[src/rtl/sawt_pkg.sv]
package sawt_pkg;

  localparam int SEQ_W  = 16;
  localparam int MASK_W = 32;
  localparam int STAT_W = 3;

  localparam logic [1:0] ACT_RX   = 2'd0;
  localparam logic [1:0] ACT_DLV  = 2'd1;
  localparam logic [1:0] ACT_SEND = 2'd2;
  localparam logic [1:0] ACT_POLL = 2'd3;

  localparam logic [STAT_W-1:0] ST_DONE    = 3'd0;
  localparam logic [STAT_W-1:0] ST_OUTSIDE = 3'd1;
  localparam logic [STAT_W-1:0] ST_DUP     = 3'd2;
  localparam logic [STAT_W-1:0] ST_SHORT   = 3'd3;
  localparam logic [STAT_W-1:0] ST_NOTHING = 3'd4;

  localparam logic [SEQ_W-1:0] SEQ_LAST = 16'hffff;
  localparam logic [SEQ_W-1:0] HALF     = 16'h8000;

  typedef struct packed {
    logic rx;
    logic dlv;
    logic snd;
    logic poll;
  } kind_t;

  typedef struct packed {
    kind_t              kind;
    logic [SEQ_W-1:0]   rx_seq;
    logic [SEQ_W-1:0]   peer_ack_next;
    logic [MASK_W-1:0]  peer_ack_mask;
    logic               payload_fits;
  } entry_t;

  typedef struct packed {
    logic [STAT_W-1:0]  status;
    logic [SEQ_W-1:0]   seq_out;
    logic               transmitted;
    logic [SEQ_W-1:0]   report_next;
    logic [MASK_W-1:0]  report_mask;
  } result_t;

endpackage

[src/rtl/sawt_front.sv]
module sawt_front (
  input  logic                           clk,
  input  logic                           rst,
  input  logic                           push,
  output logic                           full,
  input  logic [1:0]                     action,
  input  logic [sawt_pkg::SEQ_W-1:0]     rx_seq,
  input  logic [sawt_pkg::SEQ_W-1:0]     peer_ack_next,
  input  logic [sawt_pkg::MASK_W-1:0]    peer_ack_mask,
  input  logic                           payload_fits,
  output logic                           ev_valid,
  output sawt_pkg::entry_t               ev,
  input  logic                           ev_pop
);

  sawt_pkg::entry_t q [2];
  sawt_pkg::entry_t in_entry;
  logic       wr_ptr;
  logic       rd_ptr;
  logic [1:0] cnt;
  logic       do_push;
  logic       do_pop;

  always_comb begin
    in_entry               = '0;
    in_entry.kind.rx       = (action == sawt_pkg::ACT_RX);
    in_entry.kind.dlv      = (action == sawt_pkg::ACT_DLV);
    in_entry.kind.snd      = (action == sawt_pkg::ACT_SEND);
    in_entry.kind.poll     = (action == sawt_pkg::ACT_POLL);
    in_entry.rx_seq        = rx_seq;
    in_entry.peer_ack_next = peer_ack_next;
    in_entry.peer_ack_mask = peer_ack_mask;
    in_entry.payload_fits  = payload_fits;
  end

  assign full     = (cnt == 2'd2);
  assign ev_valid = (cnt != 2'd0);
  assign ev       = q[rd_ptr];
  assign do_push  = push && !full;
  assign do_pop   = ev_pop && ev_valid;

  always_ff @(posedge clk) begin
    if (do_push) begin
      q[wr_ptr] <= in_entry;
    end
  end

  always_ff @(posedge clk) begin
    if (rst) begin
      wr_ptr <= 1'b0;
      rd_ptr <= 1'b0;
      cnt    <= 2'd0;
    end else begin
      if (do_push) begin
        wr_ptr <= !wr_ptr;
      end
      if (do_pop) begin
        rd_ptr <= !rd_ptr;
      end
      cnt <= cnt + {1'b0, do_push} - {1'b0, do_pop};
    end
  end

endmodule

[config.mk]
export PLATFORM = sky130hd
export DESIGN_NAME = sawt_front
export DESIGN_NICKNAME = d
export VERILOG_FILES = /design/src/rtl/sawt_pkg.sv /design/src/rtl/sawt_front.sv
export SDC_FILE = /design/constraint.sdc
export NUM_CORES = 1
export LEC_CHECK = 0
export BUFFER_PORTS_ARGS = -buffer_cell sky130_fd_sc_hd__buf_2
export CORE_ASPECT_RATIO = 1.1
export CORE_MARGIN = 3
export CORE_UTILIZATION = 52
export CTS_BUF_LIST = sky130_fd_sc_hd__clkbuf_16
export DETAILED_ROUTE_END_ITERATION = 8
export PLACE_DENSITY = 0.79
export SLEW_MARGIN = 20
export SYNTH_ARGS = -nofsm -noshare
export SYNTH_HDL_FRONTEND = slang
export SYNTH_SLANG_ARGS = --single-unit
[constraint.sdc]
create_clock -name clk -period 3.5 [get_ports clk]
set_input_delay 0.875 -clock clk [delete_from_list [all_inputs] [get_ports clk]]
set_output_delay 0.875 -clock clk [all_outputs]
set_load 0.01 [all_outputs]
; ---- Word level (Yosys, flattened, before mapping)
; Memory sizes are Yosys's and may differ from the RTL's. A register that Yosys moved wholly into a read port is not among the register bits.
; Cells that the tools add are included.
[word_totals]
regBits = 4
mem_bits_rw = 138
inputBits = 71
out_inout_bits = 71
n_memories = 1
[classes]
add_sub_neg = 2
eq_ne = 4
n_mux = 4
reduce_logical = 7
[memory_table]
columns = name, depth, width, rd, rd_clocked_by_memory_dff, write_ports, line
row1 = q, 2, 69, 1, 1, 1, sawt_front.sv:16  ; sawt_pkg::entry_t q [2];
[ops]
columns = cell, count
row1 = $eq 2x2->1 const B, 3
row2 = $mux 1, 4
row3 = $logic_not 1->1, 3
row4 = $add 2x1->2, 1
row5 = $eq 2x1->1 const B, 1
row6 = $logic_and 1x1->1, 2
row7 = $logic_not 2->1, 1
row8 = $reduce_bool 2->1, 1
row9 = $sub 2x1->2, 1

; ---- Logic depth before layout (Yosys ltp)
; Gate-level depths: netlist of run 1.
[depth]
word_depth = 5
mapped_depth = 8
depth_no_buf = 8

; ---- Worst setup path after synthesis of run 1
; OpenSTA, ideal clock, no wires.
[synth_path]
path_type = input -> register
from = input port push
to = memory q[0][0] (netlist bit), enable pin
setup_ps = 423
arrival_time_ps = 2616
t_required_ps = 3077
path_slack_ps = 461
cell_stages = 3
cell_sequence = inv_1 > or3_1 > inv_1
[synth_between]
elab_chain_cells = 3
[synth_lines]
columns = item, line
row1 = start: declaration, sawt_front.sv:4  ; input logic push,
row2 = $logic_and 1x1->1, sawt_front.sv:39  ; assign do_push = push && !full;
row3 = $mux 1, sawt_front.sv:43  ; if (do_push) begin
row4 = $mux 1 (implied by the code), sawt_front.sv:44  ; q[wr_ptr] <= in_entry;
row5 = end: declaration, sawt_front.sv:16
; Every way passes these cells.

==> results_dict.tcl, run 1 <==
set metrics [dict create \
    cap_viol_max_count 0 \
    crit_family "flip-flops" \
    die_y_um 112 \
    crit_chain "buf_12, mux2_2, buf_2" \
    grt_antenna_before_repair 1 \
    yosysTopAreaCell "edfxtp_1" \
    p_switching_mw 1.28 \
    cp.required_ps 2620 \
    holdCritStartpoint "wr_ptr$_SDFFE_PP0N_" \
    postCtsSetupBuffers 0 \
    yosys-top-cells-area "edfxtp_1, mux2_2, mux2_4" \
    worstMarginPinSlew_ps 953 \
    synth_seq_cells 143 \
    vias_per_cell 5.09 \
    routed_wl_mm 9.24 \
    yosys.area_share.simple 0.0135 \
    post-route-period-util 0.784 \
    dr.pass1.iters 4 \
    drc_errors 0 \
    synth_sequential_area_ratio 0.804 \
    syn_nets 318 \
    maxSlewHeadroom 0.365 \
    critPathArrivalTime_ps 1870 \
    clockBufferDepth 2 \
    clock-skew-final_ps 6.95 \
    floorplan.die_area_um2 11400 \
    fin_nets 472 \
    max_stage_delay_ps 600 \
    muxShareOfSynthArea 0.154 \
    max_freq_mhz 364 \
    status "finished, final reports clean" \
    cts_tree "done" \
    p_int_mw 3.84 \
    cts_resized 0 \
    wl_per_cell_um 17.4 \
    drt-initial-drc-count 93 \
    cts_buffers 17 \
    placed_cell_area_um2 6110 \
    crit_slowest_cell "dfxtp_4" \
    path_class "flip-flop to output pin" \
    syn_to_final_growth_pct 27.7 \
    switching_share 0.251 \
    coreArea_um2 9630 \
    grt_max_degree 70 \
    finalSetupTns_ps 0 \
    cts_root_buf "clkbuf_16" \
    portBuffers 141 \
    gp_congestion 0.680 \
    start_util 0.548 \
    clk_pin_slew_ps 60 \
    synth-compound-area-share 0.00332 \
    grt_use_total 0.167 \
    dp_cells 497 \
    slew_violations 0 \
    num_vias 2700 \
    clkPwrFrac 0.362 \
    synthCells 245 \
    r2r-start "cnt[0]$_SDFF_PP0_" \
    yosys_warnings 0 \
    grt_overflow 0 \
    drtAntennaViolNets 0 \
    synth_xor_area_frac 0.00498 \
    grt_pass1_wl_mm 14.3 \
    synth_cell_types 23 \
    design_area_um2 6740 \
    startpoint_type "flip-flop" \
    cp-end-kind "output pin" \
    grt_pass1_vias 2984 \
    h-tree-depth 4 \
    clkSinkCount 143 \
    finalWorstSetupSlack_ps 756 \
    ios 142 \
    rows 37 \
    fin_util 0.700 \
    drive_gt1_frac 0.600 \
    p_comb_frac 0.203 \
    syn_area_um2 5280 \
    ctsHoldBuffers 0 \
    synth_top_area_frac 0.785 \
    min_path_type "flip-flop to flip-flop" \
    clk_latency_ps 400 \
    synth-adder-area-share 0.00474 \
    synth_area_per_cell_um2 21.5 \
    dp_hpwl_mm 5.73 \
    p_leak_nw 2.57 \
    rsz0062_at_grt "no" \
    synth_top_family_by_area "multiplexers" \
    dp_slack_ps 1160 \
    finalSetupViolCount 0 \
    crit_buf_inv 2 \
    die_w_um 102 \
    peakVddDrop_mv 0.489 \
    hold_viol 0 \
    worstPathMaxFanout 41 \
    fin_cells 530 \
    power_density_nw_per_um2 760 \
    pwr-share-seq 0.435 \
    period_minus_slack_ps 2740 \
]
==> cell type report <==
class,count,area (µm²)
clock inverter,15,194
multi-input combinational,90,960
timing repair buffer,143,746
inverter,4,15.0
tap,117,146
fill,644,2890
antenna,1,2.50
clock buffer,17,425
sequential,143,4250
==> tightest hold or removal path, stage by stage (launching register included) <==
cell     delay [ps]
dfxtp_1         320
o21ai_0          90
a21oi_1          70
==> layer usage <==
metal  vias to the layer above  track usage  part of all wire
li1                       1270            -                 -
met1                      1312        0.203              0.40
met2                       114        0.277              0.51
met3                         4       0.0645             0.085
met4                         0       0.0499            0.0050
met5                         -            0                 0
==> flip-flops by register name, indices dropped and copies added, names as in the netlist, named ones only <==
| signal | cells |
|---|---|
| rd_ptr | 1 |
| cnt | 2 |
| wr_ptr | 1 |
| q | 138 |
==> Yosys cell counts (all sizes together) <==
library cell    n
a21oi           1
and2            1
and3            1
buf             8
dfxtp           5
edfxtp        138
ha              2
inv             4
mux2           69
nand2           1
nand2b          1
nor2            4
nor2b           3
o21a            1
o21ai           1
or2             1
or3             1
xnor2           2
xor2            1
==> power by group through the flow <==
stage	logic [mW]	registers [mW]	clock network [mW]
floorplan	0.720	2.21	0
CTS	1.06	2.23	1.89
global route	1.13	2.25	1.97
global placement	1.04	2.25	0
detailed placement	1.05	2.26	0
finish	1.04	2.23	1.85
==> cell families (layout without fill, tap and decap cells) <==
group	after synthesis	in the layout
DFF	143	143
muxes	69	69
and+or+nand+nor	13	13
buffers and inverters	12	179
AOI/OAI and AO/OA	3	3
xor gates and xnor gates	3	3
adders and majority gates	2	2
other	0	1
==> per-stage QoR <==
step / power, mW / hold WS [ps]
floorplan: 2.93 / 452
global placement: 3.28 / 472
detailed placement: 3.32 / 515
CTS: 5.18 / 524
global route: 5.34 / 553
finish: 5.12 / 522
==> placed cells by master (no fill, tap or decap), types with 2 or more instances in the layout <==
cell and count:
mux2_2 59, dfxtp_1 4, inv_6 2, inv_1 4, xnor2_1 2, nor2b_1 3
buf_2 141, nor2_1 4, clkbuf_16 17, buf_12 2, mux2_4 10, edfxtp_1 138
ha_1 2, clkinvlp_4 6, inv_2 2, bufinv_16 4
==> worst paths after layout <==
path | cells past startpoint | slack (ps) | to
setup reg to reg | 2 | 1710 | q[1][21]$_DFFE_PP_
setup / recovery | 3 | 760 | ev[68]
hold reg to reg | 2 | 520 | wr_ptr$_SDFFE_PP0N_
hold / removal | 2 | 520 | wr_ptr$_SDFFE_PP0N_
Power figures use the tool's default switching activity.
==> inputs of run 2 (changes only) <==
ABC_AREA = 1   (was default)
clock period = 2.7 ns   (was 3.5 ns; I/O delays follow)
==> run 2 against run 1 <==
  * Sequential share of layout area shrank 0.23 points
  * Routed wire length shrank 0.62%
  * Register-to-register slack lost 670 ps
  * Clock power grew 21%
  * Clock skew shrank 1.7 ps
==> results_dict.tcl, run 2 <==
set metrics [dict create \
    yosys-top-cells-area "edfxtp_1, mux2_2, mux2_4" \
    final_common_cell "buf_2" \
    dp_cells 519 \
    max_freq_mhz 426 \
    synthFlopType "edfxtp_1" \
    syn_area_um2 5300 \
    cts_root_buf "clkbuf_16" \
    worstMarginPinSlew_ps 612 \
    synth_top_area_frac 0.783 \
    startpoint_type "flip-flop" \
    drc_errors 0 \
    num_vias 2764 \
    grt_pass1_vias 2993 \
    fin_nets 491 \
    die_y_um 112 \
    grt_max_degree 45 \
    min_path_type "primary input to flip-flop" \
    ff2ff_path_depth 5 \
    synth_seq_cells 143 \
    drt-initial-drc-count 112 \
    hold_viol 0 \
    clk_pin_slew_ps 50 \
    synth_cell_types 13 \
    finalSetupViolCount 0 \
    drtAntennaViolNets 0 \
    reg_top3 "q: 138 flops, cnt: 2 flops" \
    synthArstFlopShare 0 \
    die_w_um 102 \
    worstPathMaxFanout 30 \
    clock-skew-final_ps 5.20 \
    fillers 677 \
    synth_area_per_cell_um2 20.4 \
    clockBufferDepth 2 \
    status "finished, final reports clean" \
    crit_slowest_cell "mux2_2" \
    synthCells 260 \
    whs_path_depth 2 \
    max_stage_delay_ps 400 \
    crit_chain "buf_4, mux2_2, buf_2" \
    grt_use_total 0.170 \
    crit_family "buffers and inverters" \
    grt_pass1_wl_mm 14.5 \
    cp-end-kind "output pin" \
    fin_cells 551 \
    clk_latency_ps 400 \
    antenna_cells 0 \
    ctsHoldBuffers 0 \
    post-route-period-util 0.870 \
    path_depth 3 \
    largest_reg_flops 138 \
    yosysTopAreaCell "edfxtp_1" \
    dp_hpwl_mm 6.14 \
    synth.most_common_cell "edfxtp_1" \
    coreArea_um2 9890 \
    routed_wl_mm 9.18 \
    slew_violations 0 \
    finalPower_mw 6.58 \
    rsz0062_at_grt "no" \
    synth_top_cells_by_count "edfxtp_1, mux2_2, inv_1, nor2_1, mux2_4" \
    portBuffers 141 \
    postCtsSetupBuffers 0 \
    power_density_nw_per_um2 973 \
    start_util 0.535 \
    drive_gt1_frac 0.573 \
    cap_viol_max_count 0 \
    wl_per_cell_um 16.7 \
    clkSinkCount 143 \
    cts_resized 0 \
    final_cell_mix "buf_2, edfxtp_1, mux2_2, clkbuf_16, inv_1" \
    peakVddDrop_mv 0.502 \
    ios 142 \
    crit_buf_inv 2 \
    syn_to_final_growth_pct 27.7 \
    cp.required_ps 2030 \
    gp_congestion 0.722 \
    syn_nets 333 \
    synth_edf_count 138 \
    vias_per_cell 5.02 \
    yosys_warnings 0 \
    grt_antenna_before_repair 1 \
    cts_tree "done" \
    cts_buffers 17 \
    critPathArrivalTime_ps 1680 \
    fin_util 0.684 \
    floorplan.die_area_um2 11400 \
    rows 38 \
    period_minus_slack_ps 2350 \
    maxSlewHeadroom 0.592 \
    regMostFlops "q" \
    grt_overflow 0 \
    h-tree-depth 4 \
    p_leak_nw 2.64 \
    finalSetupTns_ps 0 \
    dr.pass1.iters 4 \
    synth_sequential_area_ratio 0.802 \
    path_class "flip-flop to output pin" \
]
## run 2: cell count changes in the layout (fill, tap and decap cells not counted), moves of 3 or more
cell,delta
inv_1,+9
nand2_1,+8
nor2_1,+7
clkinv_2,+5
clkinvlp_4,-4
buf_4,+3
nand3_1,+3
nor2b_1,-3
## run 2: through the flow
step,cell area (µm²),setup WS (ps),hold slack [ps]
final,6760,350,433
after global routing,6760,275,437
after CTS,6760,311,411
after detailed placement,6180,751,507
after global placement,6180,761,484
after floorplan,5300,159,467
## run 2: final cells by class
type                    count  area [µm²]  area share
flip-flops and latches    143        4250       0.628
multi-input cells          97         951       0.141
repair buffers            147         788       0.117
clock buffers              17         425      0.0629
clock inverters            15         154      0.0228
well taps                 120         150      0.0222
inverters                  12        45.0     0.00666
## run 2: path summary, 6_finish.rpt
kind	startpoint	end	slack [ps]
worst max-delay path	flip-flop	ev[24]	350
worst max register to register	cnt[0]$_SDFF_PP0_	q[0][39]$_DFFE_PP_	1040
worst min-delay path	rst	cnt[0]$_SDFF_PP0_	430
worst min register to register	rd_ptr$_SDFFE_PP0P_	rd_ptr$_SDFFE_PP0P_	530
## run 2: power by group
group          internal [mW]  switching, mW
registers               2.81         0.0827
clock network           1.43          0.811
logic                  0.672          0.770
total                   4.91           1.66
## run 2: worst register-to-register path: stages, from the launching register on
cell and delay (ps):
dfxtp_1 360, inv_1 70, nand2_1 110, nand2_1 120
nor2_4 100, buf_4 510
## run 2: kinds of logic (layout without fill, tap and decap cells)
kind of cell / Yosys count / after routing / synth area share
multiplexers: 69 / 69 / 0.154
flip-flops: 143 / 143 / 0.802
adder cells (fa/ha/maj): 2 / 2 / 0.00473
buffers and inverters: 20 / 191 / 0.0203
AO/OA/AOI/OAI: 2 / 2 / 0.00189
AND/OR/NAND/NOR: 24 / 24 / 0.0177
## run 2: per-layer routing
metal  track usage  part of all wire  wire (µm)
met4        0.0630            0.0087         80
met3        0.0664             0.080        731
met1         0.197              0.40       3650
met5             0            0.0022         20
met2         0.283              0.51       4700
==> inputs of run 3 (changes only) <==
GPL_ROUTABILITY_DRIVEN = 0   (was default)
RECOVER_POWER = 50   (was default)
==> run 3 against run 2 <==
  * Routed wire length increased by 0.56%
  * Worst setup slack got worse by 1.5 ps
  * Flip-flop and latch count unchanged
  * Register-to-register slack got worse by 230 ps
  * Clock skew about the same
  * Via count increased by 0.25%
  * Critical path type unchanged
  * Sequential power about the same
==> results_dict.tcl, run 3 (same netlist as run 2, synthesis figures left out) <==
set metrics [dict create \
    cts_tree "done" \
    grt_overflow 0 \
    grt.met1_usage 0.197 \
    dr.pass1.iters 6 \
    cp-end-kind "output pin" \
    p_switching_mw 1.66 \
    grt_max_degree 45 \
    ctsHoldBuffers 0 \
    antenna_cells 0 \
    met3_usage 0.0664 \
    switching_share 0.253 \
    pwr-share-seq 0.441 \
    postCtsSetupBuffers 0 \
    cp.required_ps 2030 \
    die_w_um 102 \
    syn_to_final_growth_pct 26.7 \
    finalSetupViolCount 0 \
    path_class "flip-flop to output pin" \
    clkPwrFrac 0.341 \
    p_leak_nw 2.55 \
    p_comb_frac 0.218 \
    vias_per_cell 5.03 \
    grt_antenna_before_repair 0 \
    design_area_um2 6710 \
    grt_pass1_wl_mm 14.5 \
    final_common_cell "edfxtp_1" \
    gr-usage-met2 0.283 \
    hold_viol 0 \
    num_vias 2771 \
    die_y_um 112 \
    finalSetupTns_ps 0 \
    power_density_nw_per_um2 979 \
    portBuffers 141 \
    drt-initial-drc-count 110 \
    startpoint_type "flip-flop" \
    largest_reg_flops 138 \
    rsz0062_at_grt "no" \
    period_minus_slack_ps 2350 \
    dp_hpwl_mm 6.14 \
    p_int_mw 4.90 \
    slew_violations 0 \
    ios 142 \
    grt_pass1_vias 2993 \
    cts_buffers 17 \
    clkSinkCount 143 \
    wl_per_cell_um 16.8 \
    maxSlewHeadroom 0.418 \
    max_freq_mhz 425 \
    status "finished, final reports clean" \
    cts_resized 0 \
    routed_wl_mm 9.23 \
    drtAntennaViolNets 0 \
    worstMarginPinSlew_ps 873 \
    placed_cell_area_um2 6180 \
    critPathArrivalTime_ps 1680 \
    start_util 0.535 \
    reg_top3 "q: 138 flops, cnt: 2 flops" \
    clk_latency_ps 400 \
    drc_errors 0 \
    drive_gt1_frac 0.485 \
    coreArea_um2 9890 \
    floorplan.die_area_um2 11400 \
    min_path_type "primary input to flip-flop" \
    clk_pin_slew_ps 50 \
    final_cell_mix "edfxtp_1, buf_2, mux2_2, clkbuf_1, clkbuf_16" \
    worstPathMaxFanout 30 \
    grt_use_total 0.170 \
    cts_root_buf "clkbuf_16" \
    grt_most_used_layer "met2" \
    clock-skew-final_ps 5.55 \
    h-tree-depth 4 \
    rows 38 \
    post-route-period-util 0.871 \
    peakVddDrop_mv 0.497 \
    fin_nets 491 \
    clockBufferDepth 2 \
    cap_viol_max_count 0 \
    regMostFlops "q" \
]
run 3: cell types whose count changed in the layout (fill, tap and decap cells not counted):
cell | previous run | this run
inv_2 | 1 | 0
inv_1 | 13 | 14
clkbuf_2 | 0 | 1
buf_4 | 3 | 2
nor2_1 | 11 | 12
clkbuf_1 | 0 | 36
buf_2 | 141 | 105
nor2_4 | 1 | 0
run 3: metrics by stage:
stage | power, mW | util | instances | worst slack, ps | hold WS, ps
2_1_floorplan | 3.86 | - | 260 | 159 | 467
3_3_place_gp | 4.35 | 0.625 | 519 | 761 | 484
3_5_place_dp | 4.40 | 0.625 | 519 | 751 | 507
4_1_cts | 6.66 | 0.684 | 551 | 311 | 411
5_1_grt | 6.90 | 0.678 | 551 | 275 | 437
6_report | 6.57 | 0.678 | 551 | 348 | 435
run 3: power groups by stage:
| stage | logic [mW] | registers [mW] | clock network (mW) |
|---|---|---|---|
| final | 1.43 | 2.90 | 2.24 |
| after CTS | 1.47 | 2.90 | 2.29 |
| after detailed placement | 1.46 | 2.94 | 0 |
| after global placement | 1.43 | 2.92 | 0 |
| after global routing | 1.58 | 2.92 | 2.40 |
| after floorplan | 0.939 | 2.92 | 0 |
run 3: final timing paths:
| path | from | depth (start not counted) | slack, ps | to |
|---|---|---|---|---|
| worst max-delay path | flip-flop | 3 | 350 | ev[24] |
| worst min-delay path | rst | 2 | 440 | cnt[0]$_SDFF_PP0_ |
| worst max register to register | cnt[0]$_SDFF_PP0_ | 5 | 810 | q[1][35]$_DFFE_PP_ |
| worst min register to register | wr_ptr$_SDFFE_PP0N_ | 2 | 510 | wr_ptr$_SDFFE_PP0N_ |
run 3: cell type report:
| type | instances | area, µm² |
|---|---|---|
| multi-input cells | 97 | 943 |
| flip-flops and latches | 143 | 4250 |
| inverters | 12 | 45.0 |
| clock inverters | 15 | 154 |
| well taps | 120 | 150 |
| clock buffers | 17 | 425 |
| fillers | 683 | 3180 |
| repair buffers | 147 | 741 |
run 3: layer usage:
metal / share of wire / vias up
met2: 0.51 / 111
met4: 0.0069 / 0
met1: 0.40 / 1336
met5: 0 / -
li1: - / 1318
met3: 0.078 / 6
run 3: critical path, cell delays in order, from the launching register on:
cell,delay [ps]
dfxtp_4,350
buf_4,370
mux2_2,400
buf_2,140
